--- src/rtl/core/md5_pkg.sv ---
package md5_pkg;

  // Initial chaining values
  localparam logic [31:0] IV_A = 32'h67452301;
  localparam logic [31:0] IV_B = 32'hefcdab89;
  localparam logic [31:0] IV_C = 32'h98badcfe;
  localparam logic [31:0] IV_D = 32'h10325476;

  localparam logic [31:0] PAD_WORD = 32'h00000080;

  // Default depth of the queue between front and back
  localparam int Q_DEPTH_DEF = 4;

  // One classified item as it travels from front to back
  typedef struct packed {
    logic [31:0] word;    // masked, with the 0x80 byte merged in on a short last word
    logic [2:0]  nbytes;  // message bytes in the word, 0..4
    logic        last;
  } md5_item_t;

  // Per-round additive constants
  function automatic logic [31:0] md5_k(input logic [5:0] r);
    logic [31:0] k;
    case (r)
      6'd0:  k = 32'hd76aa478;  6'd1:  k = 32'he8c7b756;
      6'd2:  k = 32'h242070db;  6'd3:  k = 32'hc1bdceee;
      6'd4:  k = 32'hf57c0faf;  6'd5:  k = 32'h4787c62a;
      6'd6:  k = 32'ha8304613;  6'd7:  k = 32'hfd469501;
      6'd8:  k = 32'h698098d8;  6'd9:  k = 32'h8b44f7af;
      6'd10: k = 32'hffff5bb1;  6'd11: k = 32'h895cd7be;
      6'd12: k = 32'h6b901122;  6'd13: k = 32'hfd987193;
      6'd14: k = 32'ha679438e;  6'd15: k = 32'h49b40821;
      6'd16: k = 32'hf61e2562;  6'd17: k = 32'hc040b340;
      6'd18: k = 32'h265e5a51;  6'd19: k = 32'he9b6c7aa;
      6'd20: k = 32'hd62f105d;  6'd21: k = 32'h02441453;
      6'd22: k = 32'hd8a1e681;  6'd23: k = 32'he7d3fbc8;
      6'd24: k = 32'h21e1cde6;  6'd25: k = 32'hc33707d6;
      6'd26: k = 32'hf4d50d87;  6'd27: k = 32'h455a14ed;
      6'd28: k = 32'ha9e3e905;  6'd29: k = 32'hfcefa3f8;
      6'd30: k = 32'h676f02d9;  6'd31: k = 32'h8d2a4c8a;
      6'd32: k = 32'hfffa3942;  6'd33: k = 32'h8771f681;
      6'd34: k = 32'h6d9d6122;  6'd35: k = 32'hfde5380c;
      6'd36: k = 32'ha4beea44;  6'd37: k = 32'h4bdecfa9;
      6'd38: k = 32'hf6bb4b60;  6'd39: k = 32'hbebfbc70;
      6'd40: k = 32'h289b7ec6;  6'd41: k = 32'heaa127fa;
      6'd42: k = 32'hd4ef3085;  6'd43: k = 32'h04881d05;
      6'd44: k = 32'hd9d4d039;  6'd45: k = 32'he6db99e5;
      6'd46: k = 32'h1fa27cf8;  6'd47: k = 32'hc4ac5665;
      6'd48: k = 32'hf4292244;  6'd49: k = 32'h432aff97;
      6'd50: k = 32'hab9423a7;  6'd51: k = 32'hfc93a039;
      6'd52: k = 32'h655b59c3;  6'd53: k = 32'h8f0ccc92;
      6'd54: k = 32'hffeff47d;  6'd55: k = 32'h85845dd1;
      6'd56: k = 32'h6fa87e4f;  6'd57: k = 32'hfe2ce6e0;
      6'd58: k = 32'ha3014314;  6'd59: k = 32'h4e0811a1;
      6'd60: k = 32'hf7537e82;  6'd61: k = 32'hbd3af235;
      6'd62: k = 32'h2ad7d2bb;  default: k = 32'heb86d391;
    endcase
    return k;
  endfunction

  // Rotate amount, indexed by {group, round[1:0]}
  function automatic logic [4:0] md5_rot(input logic [3:0] idx);
    logic [4:0] s;
    case (idx)
      4'd0:  s = 5'd7;   4'd1:  s = 5'd12;  4'd2:  s = 5'd17;  4'd3:  s = 5'd22;
      4'd4:  s = 5'd5;   4'd5:  s = 5'd9;   4'd6:  s = 5'd14;  4'd7:  s = 5'd20;
      4'd8:  s = 5'd4;   4'd9:  s = 5'd11;  4'd10: s = 5'd16;  4'd11: s = 5'd23;
      4'd12: s = 5'd6;   4'd13: s = 5'd10;  4'd14: s = 5'd15;  default: s = 5'd21;
    endcase
    return s;
  endfunction

endpackage

--- src/rtl/core/md5_front.sv ---
module md5_front import md5_pkg::*; #(
  parameter int QDepth = Q_DEPTH_DEF
) (
  input  logic        clk,
  input  logic        rst_n,
  input  logic        in_valid,
  output logic        in_stall,
  input  logic [31:0] in_message_word,
  input  logic [2:0]  in_byte_count,
  input  logic        in_final_word,
  output logic        q_valid,
  output md5_item_t   q_item,
  input  logic        q_pop
);

  localparam int PW = (QDepth > 1) ? $clog2(QDepth) : 1;
  localparam int CW = $clog2(QDepth + 1);

  md5_item_t       mem [QDepth];
  logic [PW-1:0]   wptr_r, rptr_r;
  logic [CW-1:0]   cnt_r;
  md5_item_t       cls;
  logic            push;

  // Classify: clip byte count, mask unused bytes, merge the 0x80 marker
  always_comb begin
    cls.last = in_final_word;
    if (!in_final_word || in_byte_count >= 3'd4) begin
      cls.nbytes = 3'd4;
      cls.word   = in_message_word;
    end else begin
      cls.nbytes = in_byte_count;
      case (in_byte_count[1:0])
        2'd0:    cls.word = PAD_WORD;
        2'd1:    cls.word = {16'h0, 8'h80, in_message_word[7:0]};
        2'd2:    cls.word = {8'h0, 8'h80, in_message_word[15:0]};
        default: cls.word = {8'h80, in_message_word[23:0]};
      endcase
    end
  end

  assign in_stall = (cnt_r == CW'(QDepth));
  assign push     = in_valid && !in_stall;
  assign q_valid  = (cnt_r != '0);
  assign q_item   = mem[rptr_r];

  // Queue storage
  always_ff @(posedge clk) begin
    if (push) begin
      mem[wptr_r] <= cls;
    end
  end

  // Queue pointers
  always_ff @(posedge clk) begin
    if (!rst_n) begin
      wptr_r <= '0;
      rptr_r <= '0;
      cnt_r  <= '0;
    end else begin
      if (push) begin
        wptr_r <= (wptr_r == PW'(QDepth - 1)) ? '0 : wptr_r + 1'b1;
      end
      if (q_pop) begin
        rptr_r <= (rptr_r == PW'(QDepth - 1)) ? '0 : rptr_r + 1'b1;
      end
      cnt_r <= cnt_r + CW'(push) - CW'(q_pop);
    end
  end

endmodule

--- src/rtl/core/md5_back.sv ---
module md5_back import md5_pkg::*; (
  input  logic        clk,
  input  logic        rst_n,
  input  logic        q_valid,
  input  md5_item_t   q_item,
  output logic        q_pop,
  output logic        out_valid,
  input  logic        out_stall,
  output logic [31:0] out_digest_word,
  output logic [1:0]  out_digest_index,
  output logic        out_digest_last
);

  typedef enum logic [4:0] {
    S_FILL  = 5'b00001,
    S_PAD   = 5'b00010,
    S_ROUND = 5'b00100,
    S_ADD   = 5'b01000,
    S_OUT   = 5'b10000
  } state_t;

  typedef enum logic [2:0] {
    P_MARK = 3'b001,
    P_ZERO = 3'b010,
    P_HIGH = 3'b100
  } pstep_t;

  state_t      state_r, state_nxt;
  pstep_t      pstep_r, pstep_nxt;
  logic [31:0] chain_r [4];
  logic [31:0] chain_nxt [4];
  logic [31:0] work_r [4];
  logic [31:0] work_nxt [4];
  logic [31:0] blk [16];
  logic [63:0] len_r, len_nxt;
  logic [3:0]  fill_r, fill_nxt;
  logic [5:0]  rnd_r, rnd_nxt;
  logic [1:0]  idx_r, idx_nxt;
  logic        pad_r, pad_nxt;
  logic        done_r, done_nxt;
  logic        push;
  logic [31:0] push_word;

  // Round datapath
  logic [1:0]  grp;
  logic [3:0]  g;
  logic [31:0] f, sum, rot;
  logic [4:0]  s;

  always_comb begin
    grp = rnd_r[5:4];
    case (grp)
      2'd0: begin
        f = (work_r[1] & work_r[2]) | (~work_r[1] & work_r[3]);
        g = rnd_r[3:0];
      end
      2'd1: begin
        f = (work_r[3] & work_r[1]) | (~work_r[3] & work_r[2]);
        g = 4'(rnd_r[3:0] * 4'd5 + 4'd1);
      end
      2'd2: begin
        f = work_r[1] ^ work_r[2] ^ work_r[3];
        g = 4'(rnd_r[3:0] * 4'd3 + 4'd5);
      end
      default: begin
        f = work_r[2] ^ (work_r[1] | ~work_r[3]);
        g = 4'(rnd_r[3:0] * 4'd7);
      end
    endcase
    sum = work_r[0] + f + md5_k(rnd_r) + blk[g];
    s   = md5_rot({grp, rnd_r[1:0]});
    rot = (sum << s) | (sum >> (6'd32 - {1'b0, s}));
  end

  // Sequencer
  always_comb begin
    state_nxt = state_r;
    pstep_nxt = pstep_r;
    chain_nxt = chain_r;
    work_nxt  = work_r;
    len_nxt   = len_r;
    fill_nxt  = fill_r;
    rnd_nxt   = rnd_r;
    idx_nxt   = idx_r;
    pad_nxt   = pad_r;
    done_nxt  = done_r;
    push      = 1'b0;
    push_word = q_item.word;
    q_pop     = 1'b0;

    case (state_r)
      S_FILL: begin
        if (q_valid) begin
          q_pop   = 1'b1;
          push    = 1'b1;
          len_nxt = len_r + {58'h0, q_item.nbytes, 3'b000};
          if (q_item.last) begin
            pad_nxt   = 1'b1;
            pstep_nxt = (q_item.nbytes == 3'd4) ? P_MARK : P_ZERO;
            state_nxt = S_PAD;
          end
        end
      end
      S_PAD: begin
        push = 1'b1;
        case (pstep_r)
          P_MARK: begin
            push_word = PAD_WORD;
            pstep_nxt = P_ZERO;
          end
          P_ZERO: begin
            if (fill_r == 4'd14) begin
              push_word = len_r[31:0];
              pstep_nxt = P_HIGH;
            end else begin
              push_word = '0;
            end
          end
          P_HIGH: begin
            push_word = len_r[63:32];
            done_nxt  = 1'b1;
          end
          default: push_word = '0;
        endcase
      end
      S_ROUND: begin
        work_nxt[0] = work_r[3];
        work_nxt[1] = work_r[1] + rot;
        work_nxt[2] = work_r[1];
        work_nxt[3] = work_r[2];
        rnd_nxt     = rnd_r + 1'b1;
        if (rnd_r == 6'd63) begin
          state_nxt = S_ADD;
        end
      end
      S_ADD: begin
        for (int i = 0; i < 4; i++) begin
          chain_nxt[i] = chain_r[i] + work_r[i];
        end
        state_nxt = done_r ? S_OUT : (pad_r ? S_PAD : S_FILL);
      end
      S_OUT: begin
        if (!out_stall) begin
          idx_nxt = idx_r + 1'b1;
          if (idx_r == 2'd3) begin
            chain_nxt = '{IV_A, IV_B, IV_C, IV_D};
            len_nxt   = '0;
            pad_nxt   = 1'b0;
            done_nxt  = 1'b0;
            state_nxt = S_FILL;
          end
        end
      end
      default: state_nxt = S_FILL;
    endcase

    // Buffer write; a full block starts compression
    if (push) begin
      fill_nxt = fill_r + 1'b1;
      if (fill_r == 4'd15) begin
        work_nxt  = chain_r;
        rnd_nxt   = '0;
        state_nxt = S_ROUND;
      end
    end
  end

  // Block buffer
  always_ff @(posedge clk) begin
    if (push) begin
      blk[fill_r] <= push_word;
    end
  end

  always_ff @(posedge clk) begin
    if (!rst_n) begin
      state_r <= S_FILL;
      pstep_r <= P_ZERO;
      chain_r <= '{IV_A, IV_B, IV_C, IV_D};
      work_r  <= '{default: '0};
      len_r   <= '0;
      fill_r  <= '0;
      rnd_r   <= '0;
      idx_r   <= '0;
      pad_r   <= 1'b0;
      done_r  <= 1'b0;
    end else begin
      state_r <= state_nxt;
      pstep_r <= pstep_nxt;
      chain_r <= chain_nxt;
      work_r  <= work_nxt;
      len_r   <= len_nxt;
      fill_r  <= fill_nxt;
      rnd_r   <= rnd_nxt;
      idx_r   <= idx_nxt;
      pad_r   <= pad_nxt;
      done_r  <= done_nxt;
    end
  end

  // Digest words come straight from the chaining registers
  assign out_valid        = (state_r == S_OUT);
  assign out_digest_word  = chain_r[idx_r];
  assign out_digest_index = idx_r;
  assign out_digest_last  = (idx_r == 2'd3);

  // Compression only runs on a freshly completed block
  a_round_fill: assert property (@(posedge clk) disable iff (!rst_n)
    state_r == S_ROUND |-> fill_r == 4'd0)
    else $error("round running with partial block");

  a_add_after_round: assert property (@(posedge clk) disable iff (!rst_n)
    state_r == S_ADD |-> $past(state_r == S_ROUND && rnd_r == 6'd63))
    else $error("chain update without 64 rounds");

  a_pop_fill: assert property (@(posedge clk) disable iff (!rst_n)
    q_pop |-> state_r == S_FILL && q_valid)
    else $error("queue popped outside fill");

  a_digest_done: assert property (@(posedge clk) disable iff (!rst_n)
    state_r == S_OUT |-> done_r && fill_r == 4'd0)
    else $error("digest out before padding finished");

endmodule

--- src/rtl/core/md5_hash_engine.sv ---
// Channel  | Dir | Ports                                               | Handshake
// in_      | in  | message_word[31:0], byte_count[2:0], final_word     | in_valid / in_stall
// out_     | out | digest_word[31:0], digest_index[1:0], digest_last   | out_valid / out_stall
//
// A 16-word block is filled from the queue, then compressed in 64 rounds and a chain add;
// the single shared round unit sets the throughput.
// A final word adds padding words plus up to two more compressions,
// then the four digest words, each held while out_stall is high.
// Reset (synchronous, rst_n low) loads the initial chain and clears counters.
// Until full, the input queue takes items while the core computes or the digest is stalled.
module md5_hash_engine import md5_pkg::*; #(
  parameter int QDepth = Q_DEPTH_DEF
) (
  input  logic        clk,
  input  logic        rst_n,
  input  logic        in_valid,
  output logic        in_stall,
  input  logic [31:0] in_message_word,
  input  logic [2:0]  in_byte_count,
  input  logic        in_final_word,
  output logic        out_valid,
  input  logic        out_stall,
  output logic [31:0] out_digest_word,
  output logic [1:0]  out_digest_index,
  output logic        out_digest_last
);

  logic      q_valid;
  logic      q_pop;
  md5_item_t q_item;

  md5_front #(.QDepth(QDepth)) u_front (
    .clk             (clk),
    .rst_n           (rst_n),
    .in_valid        (in_valid),
    .in_stall        (in_stall),
    .in_message_word (in_message_word),
    .in_byte_count   (in_byte_count),
    .in_final_word   (in_final_word),
    .q_valid         (q_valid),
    .q_item          (q_item),
    .q_pop           (q_pop)
  );

  md5_back u_back (
    .clk              (clk),
    .rst_n            (rst_n),
    .q_valid          (q_valid),
    .q_item           (q_item),
    .q_pop            (q_pop),
    .out_valid        (out_valid),
    .out_stall        (out_stall),
    .out_digest_word  (out_digest_word),
    .out_digest_index (out_digest_index),
    .out_digest_last  (out_digest_last)
  );

endmodule

--- config.mk ---
export PLATFORM = sky130hd
export DESIGN_NAME = md5_hash_engine
export DESIGN_NICKNAME = d
export VERILOG_FILES = /design/src/rtl/core/md5_pkg.sv /design/src/rtl/core/md5_front.sv /design/src/rtl/core/md5_back.sv /design/src/rtl/core/md5_hash_engine.sv
export SDC_FILE = /design/constraint.sdc
export NUM_CORES = 2
export LEC_CHECK = 0
export ABC_AREA = 1
export ABC_CLOCK_PERIOD_IN_PS = 16900
export BUFFER_PORTS_ARGS = -buffer_cell sky130_fd_sc_hd__clkbuf_2
export CORE_MARGIN = 5
export CORE_UTILIZATION = 53
export CTS_CLUSTER_SIZE = 25
export DETAILED_ROUTE_END_ITERATION = 16
export PLACE_DENSITY = 0.76
export SYNTH_ARGS = -nofsm -noshare
export SYNTH_HDL_FRONTEND = slang
export SYNTH_SLANG_ARGS = --single-unit
--- constraint.sdc ---
create_clock -name clk -period 16.9 [get_ports clk]
set_input_delay 3.38 -clock clk [delete_from_list [all_inputs] [get_ports clk]]
set_output_delay 3.38 -clock clk [all_outputs]
set_load 0.005 [all_outputs]
# Word level (Yosys, flattened, before mapping)
# Memories as Yosys holds them, arrays and structs flattened. A register that Yosys moved wholly into a read port is not among the register bits.
# Cells that the tools add are included.
# Widths: inputs -> output; s select.
dict set report totals {
  rom_bits 2128
  elab_cells 167
  output_inout_bits 37
  in_bits 40
  n_memories 4
  ramBits 656
  reg_bits 349
}
dict set report op_classes {
  n_shift 2
  addsub 19
  n_mux 59
  n_reduce_logical 17
  n_eq_ne 27
  order_cmp 2
  mul 3
  n_bitwise 15
}
# memory words width rd rd_clocked_by_memory_dff write_ports line
set mem_list {}
lappend mem_list {{(name not given)} 64 32 1 1 0 md5_pkg.sv:24} ;# case (r)
lappend mem_list {u_back.blk 16 32 1 0 1 md5_back.sv:34} ;# logic [31:0] blk [16];
lappend mem_list {u_front.mem 4 36 1 1 1 md5_front.sv:19} ;# md5_item_t mem [QDepth];
lappend mem_list {{(name not given)} 16 5 1 1 0 md5_pkg.sv:64} ;# case (idx)
# operator n
set ops {}
lappend ops {{$mux 128} 5}
lappend ops {{$pmux 32 s3} 3}
lappend ops {{$add 32x32->32} 8}
lappend ops {{$pmux 128 s2} 1}
lappend ops {{$mux 64} 3}
lappend ops {{$and 32x32->32} 4}
lappend ops {{$mux 32} 4}
lappend ops {{$or 32x32->32} 4}
lappend ops {{$pmux 64 s2} 1}
lappend ops {{$xor 32x32->32} 3}
lappend ops {{$add 64x6->64} 1}
lappend ops {{$bmux 32 s2} 1}
lappend ops {{$not 32->32} 2}
lappend ops {{$mux 5} 8}
lappend ops {{$mux 35} 1}
lappend ops {{$shl 32x5->32} 1}
lappend ops {{$shr 32x6->32} 1}
lappend ops {{$pmux 5 s5} 1}
lappend ops {{$mux 6} 4}
lappend ops {{$mux 2} 6}
lappend ops {{$pmux 3 s2} 2}
lappend ops {{$pmux 4 s3} 1}
lappend ops {{$mux 1} 11}
lappend ops {{$eq 2x2->1 const B} 5}
lappend ops {{other kinds (39)} 63}

# Depth between registers and ports, before layout
dict set report logic_depth {
  depth_word 13
  depth_mapped 65
  depth_no_buf 64
}

# By module
# From an unflattened synthesis, not the netlist that was laid out.
dict set report hier_totals {
  cells_unflattened 7738
  area_unflattened_um2 61987.0
}
# module cells_each area_each_um2 n_inst seq_area_each_um2
set by_module_without_submodules {}
lappend by_module_without_submodules {md5_back 7252 55847.3 1 22902.0}
lappend by_module_without_submodules {md5_front 486 6139.6 1 4504.3}

# Worst setup path after synthesis
# No wires, ideal clock.
dict set report synth_timing {
  kind {reg2reg}
  start {register u_back.rnd_r[0]}
  end {register u_back.work_r[92] in the netlist's numbering}
  path_slack_ns 8.621
  required_time_ns 16.781
  t_arrival_ns 8.159
  path_stages_with_launch 54
  n_path_buf 2
  synth_period_minus_slack_ns 8.279
  setup_ns 0.119
  path_cell_list {dfxtp_1 -> inv_1 -> fa_1 -> inv_1 -> ha_1 -> or2_2 -> nand2_1 -> inv_1 -> clkbuf_1 -> clkbuf_1 -> nand3_1 -> o211ai_1 -> nand2_1 -> inv_1 -> fa_1 -> inv_1 -> fa_1 -> inv_1 -> (+18 left out) -> o221ai_1 -> o21ai_0 -> ha_1 -> fa_1 -> nand3_1 -> nand2_1 -> a21oi_1 -> o21bai_1 -> nand2_1 -> nand2_1 -> a21oi_1 -> o21ai_0 -> nand4_1 -> o211ai_1 -> a31o_2 -> or2_2 -> nand3_1 -> a21oi_1}
}
dict set report synth_between {
  elab_chain_len 11
}
# element line
set synth_lines {}
lappend synth_lines {{start, declared} md5_back.sv:37} ;# logic [5:0] rnd_r, rnd_nxt;
lappend synth_lines {{start signal, assigned} md5_back.sv:194} ;# rnd_r <= rnd_nxt;
lappend synth_lines {{$mul 4x2->4 or $mul 4x3->4 (tied branches)} {md5_back.sv:63, md5_back.sv:59}}
lappend synth_lines {{$add 4x3->4 or $add 4x1->4 (tied branches)} {md5_back.sv:63, md5_back.sv:59}}
lappend synth_lines {{$pmux 4 s3 (*)} md5_back.sv:52} ;# case (grp)
lappend synth_lines {{$mem_v2 16x32 (*)} --}
lappend synth_lines {{$add 32x32->32 (*)} md5_back.sv:70} ;# sum = work_r[0] + f + md5_k(rnd_r) + blk[g];
lappend synth_lines {{$shr 32x6->32 or $shl 32x5->32 (tied branches)} md5_back.sv:72} ;# rot = (sum << s) | (sum >> (6'd32 - {1'b0, s}));
lappend synth_lines {{$or 32x32->32 (*)} md5_back.sv:72}
lappend synth_lines {{$add 32x32->32 (*)} md5_back.sv:128} ;# work_nxt[1] = work_r[1] + rot;
lappend synth_lines {{$mux 128 (*)} md5_back.sv:91} ;# case (state_r)
lappend synth_lines {{$mux 128} md5_back.sv:160} ;# if (fill_r == 4'd15) begin
lappend synth_lines {{$mux 128 (*)} md5_back.sv:158} ;# if (push) begin
lappend synth_lines {{end signal, assigned} md5_back.sv:191} ;# work_r <= work_nxt;
lappend synth_lines {{end, declared} md5_back.sv:32} ;# logic [31:0] work_r [4];
# Mark *: on every way between the ends. The rest lies on a longest branch, timed or not.
# A chain may end at the register's enable or synchronous reset.

# Worst setup path after layout
dict set report layout_timing {
  start {register u_back.rnd_r[4]}
  end {register u_back.work_r[93] in the netlist's numbering}
}
dict set report layout_between {
  elab_chain_len 11
}
# element line
set layout_lines {}
lappend layout_lines {{$eq 2x2->1 (tied with other cells)} md5_back.sv:52}
lappend layout_lines {{$pmux 32 s3} md5_back.sv:52}
lappend layout_lines {{$add 32x32->32 (2 in a row)} md5_back.sv:70}
lappend layout_lines {{$add 32x32->32 (*)} md5_back.sv:70}
lappend layout_lines {{$shr 32x6->32 or $shl 32x5->32 (tied branches)} md5_back.sv:72}
lappend layout_lines {{$or 32x32->32 (*)} md5_back.sv:72}
lappend layout_lines {{$add 32x32->32 (*)} md5_back.sv:128}
lappend layout_lines {{$mux 128 (*)} md5_back.sv:91}
lappend layout_lines {{$mux 128} md5_back.sv:160}
lappend layout_lines {{$mux 128 (*)} md5_back.sv:158}
# Marked as above.

==> flow_metrics.py <==
metrics = {
    "status": {
        "status": "completed",
    },
    "global_route": {
        "grt_overflow": 0,
        "grt_usage_pct": 33.7,
        "grt_max_degree": 187,
        "grt_pass1_wl_um": 321000,
        "grt_pass1_vias": 53490,
        "antenna_found_initial": 2,
    },
    "placement": {
        "hpwl_um": 144000,
        "portBuffers": 76,
        "pre_cts_ws_ns": 6.25,
        "gp_congestion": 0.982,
    },
    "detailed_routing": {
        "drt-vias-per-instance": 6.20,
        "drtPass1Iterations": 9,
        "drt_wl_total_um": 214000,
        "drtAntennaViolNets": 0,
        "drc": 0,
        "wl_per_cell_um": 23.0,
        "num_vias": 57753,
        "drtIter0Drc": 7426,
    },
    "setup_path": {
        "reg2reg_to": "u_back.work_r[93]",
        "start_kind": "register",
        "path_common_cell": "nand2_1",
        "slowest_delay_ns": 0.78,
        "crit_type": "register to register",
        "cp_max_fo": 71,
        "end_kind": "register",
        "r2r_start": "u_back.rnd_r[4]",
        "reg2reg_depth": 51,
        "regToRegSetupSlack_ns": 5.83,
        "worstPathArrival_ns": 11.71,
        "crit_path_top_delay_cell": "buf_4",
        "cp.required_ns": 17.54,
    },
    "sta": {
        "hold_viol_final": 0,
        "post-route-min-period_ns": 11.07,
        "rsz0062_at_grt": "false",
        "relSlewSlack_pct": 10.7,
        "worst_pin_slew_ns": 1.34,
        "fin_ws_ns": 5.83,
        "timing.hold.ws_ns": 0.466,
        "setup_viol": 0,
        "fin_skew_ns": 0.0475,
        "max_freq_ghz": 0.0904,
        "setup_tns_ns": 0,
        "fin_crit_sh_pct": 65.5,
        "report.final.slew_viol_count": 0,
    },
    "clock_network": {
        "cts_tree": "done",
        "cts_inserted_buffers": 104,
        "holdBufCountCts": 0,
        "htree_num_levels": 3,
        "root_buffer": "clkbuf_16",
        "cts_setup_buffers": 0,
        "clk_path_buf_depth": 3,
        "clk_pin_slew_ns": 0.07,
        "cts_resized": 0,
        "clkLatencyLatePin_ns": 0.75,
        "clkSinkCount": 1041,
    },
    "flow_run": {
        "maxCapViolations": 0,
    },
    "final_layout": {
        "layout-drive-gt1-share_pct": 6.41,
        "final_cell_mix": "nand2_1 (1747), inv_1 (789), a21oi_1 (691), o21ai_0 (680), edfxtp_1 (656)",
        "final_common_cell": "nand2_1",
        "areaGrowthSynthToFinish_pct": 8.69,
        "nets": 8033,
    },
    "floorplanning": {
        "fp.coreArea_um2": 116000,
        "start_util_pct": 53.3,
        "dieWidth_um": 352,
        "dieArea_um2": 124000,
        "core.rowCount": 125,
        "io-pin-count": 77,
        "die_height_um": 352,
    },
    "synthesis": {
        "synth_edf_count": 656,
        "syn_area_um2": 61900,
        "syn-instance-count": 7791,
        "yosysWarningCount": 0,
        "ys_seq_area_share_pct": 44.3,
        "ys_seq_elements": 1041,
        "ys_async_sr_fraction_pct": 0,
        "syn_area_per_cell_um2": 7.94,
        "synth_flop_cell": "edfxtp_1",
        "syn-num-nets": 8128,
        "synthDistinctLibCells": 81,
    },
    "power_and_ir_drop": {
        "power.density_nw_per_um2": 129,
        "power_mw": 8.70,
        "clkPwrFrac_pct": 27.4,
        "combPwrFrac_pct": 36.4,
        "ir_drop_v": 0.000112,
        "p_int_mw": 5.34,
        "switching_power_mw": 3.36,
        "swShare_pct": 38.7,
        "p_seq_share_pct": 36.3,
        "leakage_nw": 27.1,
    },
    "min_path": {
        "worstHoldPathType": "register to register",
        "holdPathEnd": "u_back.len_r[36]",
        "worstHoldPathCells": 1,
        "hold_start": "u_back.len_r[36]",
    },
}
## cell usage after synthesis, drive strengths merged, types with 14 or more instances
master / instances / share of area, %
ha: 226 / 4.6
a211oi: 15 / 0.18
o22ai: 92 / 0.93
buf: 45 / 0.33
a311oi: 61 / 0.86
o211ai: 100 / 1.2
xor2: 47 / 0.68
nand3: 524 / 4.3
xnor2: 27 / 0.38
nor3: 95 / 0.82
fa: 71 / 2.3
a21oi: 694 / 5.6
o21a: 24 / 0.29
or2: 53 / 0.54
o2111ai: 16 / 0.23
o21bai: 14 / 0.17
dfxtp: 385 / 12
a32o: 68 / 1.1
o221ai: 39 / 0.55
a21o: 15 / 0.18
edfxtp: 656 / 32
clkbuf: 334 / 2.0
nand2: 1757 / 11
inv: 827 / 5.0
o21ai: 734 / 5.9
nor2: 641 / 4.1
a31oi: 69 / 0.70
nand4: 41 / 0.46
## metrics by stage
stage / instances / area (µm²) / utilization, %
2_1_floorplan: 7791 / 61900 / -
3_3_place_gp: 9114 / 63700 / 54.9
3_5_place_dp: 9114 / 63700 / 54.9
4_1_cts: 9305 / 67200 / 57.9
5_1_grt: 9305 / 67200 / 57.9
6_report: 9308 / 67200 / 57.9
## cells by family after synthesis
family / count (synthesis) / share of synthesized area (%)
flip-flops: 1041 / 44.3
adder cells (fa/ha/maj): 297 / 6.87
AO/OA/AOI/OAI: 2015 / 19.0
buffers and inverters: 1218 / 7.45
AND/OR/NAND/NOR: 3140 / 21.2
multiplexers: 6 / 0.0971
XOR/XNOR: 74 / 1.06
## critical path, delay by kind of cell, from the launching register on
family	cells	cell delay, ns
simple gates	20	2.72
fa+ha+maj	4	1.62
compound gates	17	3.62
buf+inv	10	2.51
flops	1	0.38
## layout make-up
cell class	count	area, µm²
fill	10446	48800
clock buffer	136	2810
sequential	1041	27400
clock inverter	55	672
multi-input combinational	5532	30100
timing repair buffer	178	1170
antenna	3	7.51
inverter	839	3160
tap	1524	1910
## power by group through the flow
stage | sequential (mW) | combinational (mW) | clock, mW
5_1_grt | 3.17 | 3.46 | 2.51
3_5_place_dp | 3.21 | 3.08 | 0
2_1_floorplan | 3.20 | 1.96 | 0
6_report | 3.16 | 3.16 | 2.38
3_3_place_gp | 3.20 | 3.06 | 0
4_1_cts | 3.15 | 3.09 | 2.40
## flip-flops by register name, summed over array words and instances, names as in the netlist, named ones only
signal	flops
u_back.work_r	128
u_back.rnd_r	6
u_back.fill_r	4
u_back.pad_r	1
u_front.rptr_r	2
u_back.state_r	5
u_front.wptr_r	2
u_back.s	5
u_front.mem	144
u_back.out_digest_index	2
u_back.done_r	1
u_back.pstep_r	3
u_back.len_r	61
u_back.blk	512
u_back.chain_r	128
u_front.cnt_r	3
## layer usage
layer	share of wire [%]	vias to the layer above	global-route usage [%]	wire [µm]
met5	0	-	0	0
met4	6.5	0	18.5	14000
met3	9.9	671	6.27	21100
met2	45	3231	53.3	96400
met1	39	27200	43.9	82800
li1	-	26651	-	-
## worst max path at each step
stage / startpoint / to / slack (ns)
after global placement: u_back.rnd_r[1] / u_back.work_r[93] / 6.35
after detailed placement: u_back.rnd_r[1] / u_back.work_r[93] / 6.25
after floorplan: u_back.rnd_r[0] / u_back.work_r[92] / 8.62
after global routing: u_back.rnd_r[1] / u_back.work_r[93] / 5.02
after CTS: u_back.rnd_r[1] / u_back.work_r[93] / 6.15
final: u_back.rnd_r[4] / u_back.work_r[93] / 5.83
No activity file was read; power rests on OpenSTA's default activity.
